[src/ets_pkg.sv]
// ----------------------------------------------------------------------------
// ets_pkg
// Shared constants, command and status types and the month table for the
// seconds-to-calendar converter.
// ----------------------------------------------------------------------------
package ets_pkg;

  localparam int DAY_SECONDS  = 86400;
  localparam int MIN_SECONDS  = 60;
  localparam int HOUR_SECONDS = 3600;
  localparam int FIRST_YEAR   = 1970;
  localparam int COMMON_DAYS  = 365;
  localparam int LEAP_DAYS    = 366;

  // 1970 mod 4, mod 100 and mod 400.
  localparam int FIRST_MOD4   = 2;
  localparam int FIRST_MOD100 = 70;
  localparam int FIRST_MOD400 = 370;

  // 86400 is 128 * 675, so floor(x / 86400) ==
  // ((x >> DAY_PRE_SHIFT) * DAY_RECIP) >> DAY_SHIFT for any 32-bit x.
  localparam int DAY_PRE_SHIFT = 7;
  localparam int DAY_RECIP     = 50903317;
  localparam int DAY_SHIFT     = 35;

  // floor(x / 60) == (x * MIN_RECIP) >> MIN_SHIFT for x < 86400.
  localparam int MIN_RECIP  = 139811;
  localparam int MIN_SHIFT  = 23;
  // floor(x / 60) == (x * HOUR_RECIP) >> HOUR_SHIFT for x < 1440.
  localparam int HOUR_RECIP = 1093;
  localparam int HOUR_SHIFT = 16;

  localparam int LAST_MONTH = 11;
  localparam int FEB_INDEX  = 1;

  localparam logic OFFSET_REG_IDX = 1'b0;

  typedef struct packed {
    logic load;
    logic day_div;
    logic sod_calc;
    logic hms1;
    logic hms2;
    logic hms3;
    logic year_step;
    logic month_step;
    logic out_load;
  } ets_cmd_t;

  typedef struct packed {
    logic year_done;
    logic month_found;
  } ets_sts_t;

  // Days before the start of each month in a common year.
  function automatic logic [8:0] month_start(input logic [3:0] m);
    logic [8:0] d;
    case (m)
      4'd0:    d = 9'd0;
      4'd1:    d = 9'd31;
      4'd2:    d = 9'd59;
      4'd3:    d = 9'd90;
      4'd4:    d = 9'd120;
      4'd5:    d = 9'd151;
      4'd6:    d = 9'd181;
      4'd7:    d = 9'd212;
      4'd8:    d = 9'd243;
      4'd9:    d = 9'd273;
      4'd10:   d = 9'd304;
      4'd11:   d = 9'd334;
      default: d = 9'd0;
    endcase
    return d;
  endfunction

endpackage

[src/ets_ctrl.sv]
// ----------------------------------------------------------------------------
// ets_ctrl
// Sequencer: accepts a word, steps the datapath through the day division,
// the time-of-day split, the year walk and the month search, then hands the
// result to the output register.
// ----------------------------------------------------------------------------
module ets_ctrl (
  input  logic              clk,
  input  logic              rst_n,
  input  logic              in_valid,
  output logic              in_ready,
  output logic              out_valid,
  input  logic              out_ready,
  input  ets_pkg::ets_sts_t sts,
  output ets_pkg::ets_cmd_t cmd
);
  import ets_pkg::*;

  typedef enum logic [3:0] {
    S_IDLE, S_DAY, S_SOD, S_HMS1, S_HMS2, S_HMS3, S_YEAR, S_MONTH, S_FINISH
  } state_t;

  state_t     state_r, state_nxt;
  logic       out_valid_r, out_valid_nxt;
  logic       out_free;

  assign in_ready  = (state_r == S_IDLE);
  assign out_valid = out_valid_r;
  assign out_free  = !out_valid_r || out_ready;

  always_comb begin
    cmd            = '0;
    state_nxt      = state_r;
    out_valid_nxt  = out_valid_r && !out_ready;
    unique case (state_r)
      S_IDLE: begin
        if (in_valid) begin
          cmd.load  = 1'b1;
          state_nxt = S_DAY;
        end
      end
      S_DAY: begin
        cmd.day_div = 1'b1;
        state_nxt   = S_SOD;
      end
      S_SOD: begin
        cmd.sod_calc = 1'b1;
        state_nxt    = S_HMS1;
      end
      S_HMS1: begin
        cmd.hms1  = 1'b1;
        state_nxt = S_HMS2;
      end
      S_HMS2: begin
        cmd.hms2  = 1'b1;
        state_nxt = S_HMS3;
      end
      S_HMS3: begin
        cmd.hms3  = 1'b1;
        state_nxt = S_YEAR;
      end
      S_YEAR: begin
        if (sts.year_done) begin
          state_nxt = S_MONTH;
        end else begin
          cmd.year_step = 1'b1;
        end
      end
      S_MONTH: begin
        cmd.month_step = 1'b1;
        if (sts.month_found) begin
          state_nxt = S_FINISH;
        end
      end
      S_FINISH: begin
        if (out_free) begin
          cmd.out_load  = 1'b1;
          out_valid_nxt = 1'b1;
          state_nxt     = S_IDLE;
        end
      end
      default: state_nxt = S_IDLE;
    endcase
  end

  always_ff @(posedge clk) begin
    if (!rst_n) begin
      state_r     <= S_IDLE;
      out_valid_r <= 1'b0;
    end else begin
      state_r     <= state_nxt;
      out_valid_r <= out_valid_nxt;
    end
  end

endmodule

[src/ets_dp.sv]
// ----------------------------------------------------------------------------
// ets_dp
// Datapath: zone offset with saturation, reciprocal division by the day
// length, reciprocal split of the second of day, year walk with modulo
// counters, month search and the output register.
// ----------------------------------------------------------------------------
module ets_dp (
  input  logic              clk,
  input  ets_pkg::ets_cmd_t cmd,
  output ets_pkg::ets_sts_t sts,
  input  logic signed [4:0] offset_hours,
  input  logic [31:0]       in_epoch_seconds,
  output logic [11:0]       out_year,
  output logic [3:0]        out_month,
  output logic [4:0]        out_day,
  output logic [4:0]        out_hour,
  output logic [5:0]        out_minute,
  output logic [5:0]        out_second
);
  import ets_pkg::*;

  logic signed [16:0] off_sec;
  logic signed [33:0] local_sum;
  logic [31:0]        local_t;

  logic [31:0] lt_r;
  logic [50:0] prod_day;
  logic [31:0] day_start;
  logic [16:0] rem_r;
  logic [15:0] quo_r;

  logic [34:0] prod_min;
  logic [21:0] prod_hour;
  logic [10:0] mins_r;
  logic [4:0]  hour_r;
  logic [5:0]  sec_r;
  logic [5:0]  min_r;
  logic [16:0] sec_full;
  logic [10:0] min_full;

  logic [11:0] year_r;
  logic [1:0]  c4_r;
  logic [6:0]  c100_r;
  logic [8:0]  c400_r;
  logic        leap;
  logic [8:0]  year_len;

  logic [3:0]  mon_r;
  logic [8:0]  mstart;

  logic [11:0] out_year_r;
  logic [3:0]  out_month_r;
  logic [4:0]  out_day_r;
  logic [4:0]  out_hour_r;
  logic [5:0]  out_minute_r;
  logic [5:0]  out_second_r;

  // Local time, clamped to the unsigned 32-bit range.
  assign off_sec   = offset_hours * 17'sd3600;
  assign local_sum = $signed({2'b00, in_epoch_seconds}) + {{17{off_sec[16]}}, off_sec};
  always_comb begin
    if (local_sum[33]) begin
      local_t = '0;
    end else if (local_sum[32]) begin
      local_t = '1;
    end else begin
      local_t = local_sum[31:0];
    end
  end

  // Day count in one step, the second of day from it in the next.
  assign prod_day  = 51'(lt_r[31:DAY_PRE_SHIFT]) * 51'(DAY_RECIP);
  assign day_start = 32'(quo_r) * 32'(DAY_SECONDS);

  assign prod_min  = 35'(rem_r) * 35'(MIN_RECIP);
  assign prod_hour = 22'(mins_r) * 22'(HOUR_RECIP);
  assign sec_full  = rem_r - 17'(mins_r) * 17'(MIN_SECONDS);
  assign min_full  = mins_r - 11'(hour_r) * 11'(MIN_SECONDS);

  assign leap     = ((c4_r == 2'd0) && (c100_r != 7'd0)) || (c400_r == 9'd0);
  assign year_len = leap ? 9'(LEAP_DAYS) : 9'(COMMON_DAYS);
  assign mstart   = month_start(mon_r) + {8'd0, leap && (mon_r > 4'(FEB_INDEX))};

  assign sts.year_done   = (quo_r < 16'(year_len));
  assign sts.month_found = (quo_r >= 16'(mstart));

  always_ff @(posedge clk) begin
    if (cmd.load) begin
      lt_r   <= local_t;
      year_r <= 12'(FIRST_YEAR);
      c4_r   <= 2'(FIRST_MOD4);
      c100_r <= 7'(FIRST_MOD100);
      c400_r <= 9'(FIRST_MOD400);
      mon_r  <= 4'(LAST_MONTH);
    end
    if (cmd.day_div) begin
      quo_r <= prod_day[DAY_SHIFT+15:DAY_SHIFT];
    end
    if (cmd.sod_calc) begin
      rem_r <= 17'(lt_r - day_start);
    end
    if (cmd.hms1) begin
      mins_r <= prod_min[33:MIN_SHIFT];
    end
    if (cmd.hms2) begin
      hour_r <= prod_hour[20:HOUR_SHIFT];
      sec_r  <= sec_full[5:0];
    end
    if (cmd.hms3) begin
      min_r <= min_full[5:0];
    end
    if (cmd.year_step) begin
      quo_r  <= quo_r - 16'(year_len);
      year_r <= year_r + 12'd1;
      c4_r   <= c4_r + 2'd1;
      c100_r <= (c100_r == 7'd99) ? 7'd0 : c100_r + 7'd1;
      c400_r <= (c400_r == 9'd399) ? 9'd0 : c400_r + 9'd1;
    end
    if (cmd.month_step) begin
      if (sts.month_found) begin
        quo_r <= quo_r - 16'(mstart);
      end else begin
        mon_r <= mon_r - 4'd1;
      end
    end
    if (cmd.out_load) begin
      out_year_r   <= year_r;
      out_month_r  <= mon_r + 4'd1;
      out_day_r    <= quo_r[4:0] + 5'd1;
      out_hour_r   <= hour_r;
      out_minute_r <= min_r;
      out_second_r <= sec_r;
    end
  end

  assign out_year   = out_year_r;
  assign out_month  = out_month_r;
  assign out_day    = out_day_r;
  assign out_hour   = out_hour_r;
  assign out_minute = out_minute_r;
  assign out_second = out_second_r;

endmodule

[src/epoch_seconds_to_calendar_top.sv]
// ----------------------------------------------------------------------------
// epoch_seconds_to_calendar_top
// Converts seconds since 1970-01-01 UTC into the local date and time, with a
// programmable whole-hour zone offset.
// ----------------------------------------------------------------------------
//  channel  | ports                          | word
//  input    | in_valid / in_ready            | epoch_seconds
//  result   | out_valid / out_ready          | year, month, day, hour, minute, second
//  config   | psel/penable/pwrite/paddr/...  | utc_offset_hours at byte address 0
//
// From acceptance to result a word passes the day division, the time-of-day
// split, the year walk and the month search; the year walk dominates.
// A new word is taken only while the sequencer is idle; a finished result sits
// in the output register, so the next word may start while it waits.
// Reset sets the zone offset to +8 hours and empties the output register.
// ----------------------------------------------------------------------------
module epoch_seconds_to_calendar_top (
  input  logic        clk,
  input  logic        rst_n,
  input  logic        in_valid,
  output logic        in_ready,
  input  logic [31:0] in_epoch_seconds,
  output logic        out_valid,
  input  logic        out_ready,
  output logic [11:0] out_year,
  output logic [3:0]  out_month,
  output logic [4:0]  out_day,
  output logic [4:0]  out_hour,
  output logic [5:0]  out_minute,
  output logic [5:0]  out_second,
  input  logic        psel,
  input  logic        penable,
  input  logic        pwrite,
  input  logic [2:0]  paddr,
  input  logic [31:0] pwdata,
  output logic [31:0] prdata,
  output logic        pready
);
  import ets_pkg::*;

  ets_cmd_t          cmd;
  ets_sts_t          sts;
  logic signed [4:0] offset_r, offset_nxt;
  logic              reg_sel;

  assign pready  = 1'b1;
  assign reg_sel = (paddr[2] == OFFSET_REG_IDX);

  always_comb begin
    offset_nxt = offset_r;
    if (psel && penable && pwrite && pready && reg_sel) begin
      offset_nxt = pwdata[4:0];
    end
  end

  always_ff @(posedge clk) begin
    if (!rst_n) begin
      offset_r <= 5'sd8;
    end else begin
      offset_r <= offset_nxt;
    end
  end

  assign prdata = reg_sel ? {27'd0, offset_r} : 32'd0;

  ets_ctrl u_ctrl (
    .clk       (clk),
    .rst_n     (rst_n),
    .in_valid  (in_valid),
    .in_ready  (in_ready),
    .out_valid (out_valid),
    .out_ready (out_ready),
    .sts       (sts),
    .cmd       (cmd)
  );

  ets_dp u_dp (
    .clk              (clk),
    .cmd              (cmd),
    .sts              (sts),
    .offset_hours     (offset_r),
    .in_epoch_seconds (in_epoch_seconds),
    .out_year         (out_year),
    .out_month        (out_month),
    .out_day          (out_day),
    .out_hour         (out_hour),
    .out_minute       (out_minute),
    .out_second       (out_second)
  );

endmodule

[config.mk]
export PLATFORM = sky130hd
export DESIGN_NAME = epoch_seconds_to_calendar_top
export DESIGN_NICKNAME = d
export VERILOG_FILES = /design/src/ets_pkg.sv /design/src/ets_ctrl.sv /design/src/ets_dp.sv /design/src/epoch_seconds_to_calendar_top.sv
export SDC_FILE = /design/constraint.sdc
export NUM_CORES = 1
export LEC_CHECK = 0
export ABC_AREA = 1
export BUFFER_PORTS_ARGS = -buffer_cell sky130_fd_sc_hd__buf_2
export CAP_MARGIN = 15
export CORE_ASPECT_RATIO = 2
export CORE_MARGIN = 2
export CORE_UTILIZATION = 50
export CTS_CLUSTER_DIAMETER = 80
export DETAILED_ROUTE_END_ITERATION = 8
export GPL_ROUTABILITY_DRIVEN = 0
export PLACE_DENSITY = 0.63
export SYNTH_ARGS = -nofsm -noshare
export SYNTH_HDL_FRONTEND = slang
export SYNTH_SLANG_ARGS = --single-unit
[constraint.sdc]
create_clock -name clk -period 6.1 [get_ports clk]
set_input_delay 0.61 -clock clk [delete_from_list [all_inputs] [get_ports clk]]
set_output_delay 0.61 -clock clk [all_outputs]
set_load 0.02 [all_outputs]
==> results.json <==
{
  "hold_buffers": 0,
  "routedWlPerCell_um": 17.7,
  "antenna_found_initial": 0,
  "grt_pass1_vias": 24500,
  "cp-end-kind": "flop",
  "avgSynthCellArea_um2": 8.04,
  "grt_max_degree": 41,
  "initial_utilization": 0.506,
  "rsz0062_at_grt": "yes",
  "routed_via_density": 5.19,
  "htree_levels": 4,
  "finalCriticalPeriod_ps": 5860,
  "seq_area_frac_synth": 0.180,
  "clk_pin_slew_worst_paths_ps": 90,
  "pre_cts_ws_ps": 228,
  "cts_buffer_depth": 2,
  "grt_pass1_wl_um": 124000,
  "root_buffer": "clkbuf_16",
  "syn_area_um2": 28500,
  "syn_inst": 3541,
  "slew_viol_final": 0,
  "rows": 123,
  "die_area_um2": 59000,
  "die_h_um": 342,
  "fill_cells": 5439,
  "max_freq_mhz": 171,
  "finalSetupViolCount": 0,
  "clock_latency_ps": 480,
  "fin_crit_sh": 0.961,
  "ys.flop_type": "edfxtp_1",
  "synth_seq_cells": 184,
  "drt_wl_total_um": 79300,
  "crit_arrival_ps": 6270,
  "die_w_um": 173,
  "dp_hpwl_um": 69300,
  "cp_max_fo": 5,
  "drive_gt1_frac": 0.0731,
  "core_um2": 56300,
  "num_vias": 23200,
  "ys_warn_count": 0,
  "ant_nets": 0,
  "met3_length_um": 2210,
  "grt_overflow": 0,
  "hold_class": "input pin to flop",
  "cp_data_required_time_ps": 6510,
  "status": "complete, no violations",
  "gr-usage-all-layers": 0.276,
  "clock_sinks": 184,
  "critPathKind": "flop to flop",
  "cts_tree": "done",
  "first_pass_iters": 6,
  "io_buffers": 89,
  "start_kind": "flop",
  "top_layer_used": "met4",
  "io_pins": 147,
  "cts_buffers": 17,
  "synthArstFlopShare": 0,
  "timing.max_cap.violations": 0,
  "areaGrowthSynthToFinish_pct": 8.92,
  "drc": 0,
  "antennaDiodeCount": 0,
  "synth_cell_types": 53,
  "final-hold-violation-count": 0,
  "worstMarginPinSlew_ps": 1100,
  "fin_nets": 4590,
  "synth_edf_count": 145,
  "met2_length_um": 45000,
  "first_iter_violations": 800,
  "layout_setup_ws_ps": 240,
  "m1WireLength_um": 23600,
  "fin_worst_skew_ps": 14.6,
  "maxSlewHeadroom": 0.265
}
worst paths after layout:
check	startpoint	endpoint	slack, ps	cells after the start
hold / removal	pwdata[3]	offset_r[3]	350	3
setup reg to reg	u_dp.lt_r[11]	u_dp.quo_r[8]	240	23
hold reg to reg	u_dp.min_r[1]	u_dp.out_minute[1]	420	0
setup / recovery	u_dp.lt_r[11]	u_dp.quo_r[8]	240	23
synthesized netlist by cell type (all sizes together), types with 4 or more instances:
master	instances	share of area
a21boi	6	0.0016
edfxtp	145	0.15
xnor2	31	0.0095
a21o	13	0.0034
nand3b	15	0.0040
buf	45	0.011
xor2	80	0.025
o21ai	110	0.020
nand2	653	0.087
nor3b	4	0.0011
ha	572	0.25
a31oi	12	0.0026
nand4	36	0.0084
a21oi	188	0.033
or2	8	0.0018
fa	238	0.17
inv	847	0.11
nand3	140	0.025
dfxtp	39	0.027
nor3	42	0.0077
nor4	5	0.0013
nor2	268	0.036
o21bai	15	0.0040
o21a	6	0.0016
o211ai	7	0.0020
flip-flops by register name (all words and copies together) (netlist names), 4 cells and up, named ones only:
register / count
u_dp.c100_r: 7
u_dp.hour_r: 5
u_ctrl.state_r: 4
u_dp.year_r: 12
offset_r: 5
u_dp.out_year: 12
u_dp.out_second: 6
u_dp.rem_r: 17
u_dp.out_minute: 6
u_dp.mins_r: 11
u_dp.c400_r: 9
u_dp.out_hour: 5
u_dp.min_r: 6
u_dp.sec_r: 6
u_dp.out_month: 4
u_dp.out_day: 5
u_dp.quo_r: 16
u_dp.lt_r: 32
u_dp.mon_r: 4
cells in the final DEF, fill, tap and decap left out, types with 75 or more instances in the layout:
cell type,count
o21ai_0,95
ha_1,565
xor2_1,79
a21oi_1,185
buf_2,89
nand3_1,137
nand2_1,638
fa_1,238
nor2_1,253
inv_1,840
buf_4,75
edfxtp_1,145
worst max-delay path, cell delays in order, from the launching register on:
cell      delay (ps)
edfxtp_1         520
fa_1             570
inv_1             50
fa_1             470
inv_1             40
ha_1             300
fa_1             530
inv_1             60
fa_1             480
fa_1             540
inv_1             50
fa_1             480
ha_1             350
nand2_1          140
buf_4            170
nor2_1           220
nand3_1          180
nor2_1           110
nand2_1           80
nand3_1           90
nand2_1           50
nand3_1           80
nand2_1           80
a21oi_1          120
per-layer routing:
metal / global-route usage / vias to the layer above
li1: - / 11500
met1: 0.217 / 10800
met2: 0.570 / 587
met3: 0.0293 / 326
met4: 0.254 / 0
met5: 0 / -
cells by family after synthesis:
| kind of cell | synth area share |
|---|---|
| other | 0.000264 |
| buffers and inverters | 0.123 |
| AO/OA/AOI/OAI | 0.0698 |
| flip-flops | 0.180 |
| adder cells (fa/ha/maj) | 0.419 |
| XOR/XNOR | 0.0344 |
| AND/OR/NAND/NOR | 0.174 |
cell type report:
| class | instances | area, um^2 | share of cell area |
|---|---|---|---|
| clock buffers | 17 | 425 | 0.0137 |
| well taps | 750 | 938 | 0.0302 |
| multi-input cells | 2488 | 20100 | 0.647 |
| inverters | 847 | 3180 | 0.102 |
| repair buffers | 168 | 1080 | 0.0348 |
| flip-flops and latches | 184 | 5130 | 0.166 |
| clock inverters | 15 | 201 | 0.00649 |
stage by stage:
step / cells / util / area, um^2 / TNS (ps) / hold WS (ps)
after CTS: 4459 / 0.547 / 30800 / 0 / 333
after global routing: 4469 / 0.551 / 31000 / -15.8 / 369
after floorplan: 3567 / - / 28600 / 0 / 400
after detailed placement: 4427 / 0.536 / 30200 / 0 / 405
final: 4469 / 0.551 / 31000 / 0 / 353
after global placement: 4427 / 0.536 / 30200 / 0 / 401
repair_timing:
action | 4_1_cts | 5_1_grt
gates resized for setup | 0 | 28
buffers inserted | 0 | 9
setup endpoints to repair | 0 | 16
Power is left out: the tool's default activity adds up to more than one toggle a clock period on the data nets, which glitch-free logic cannot reach.
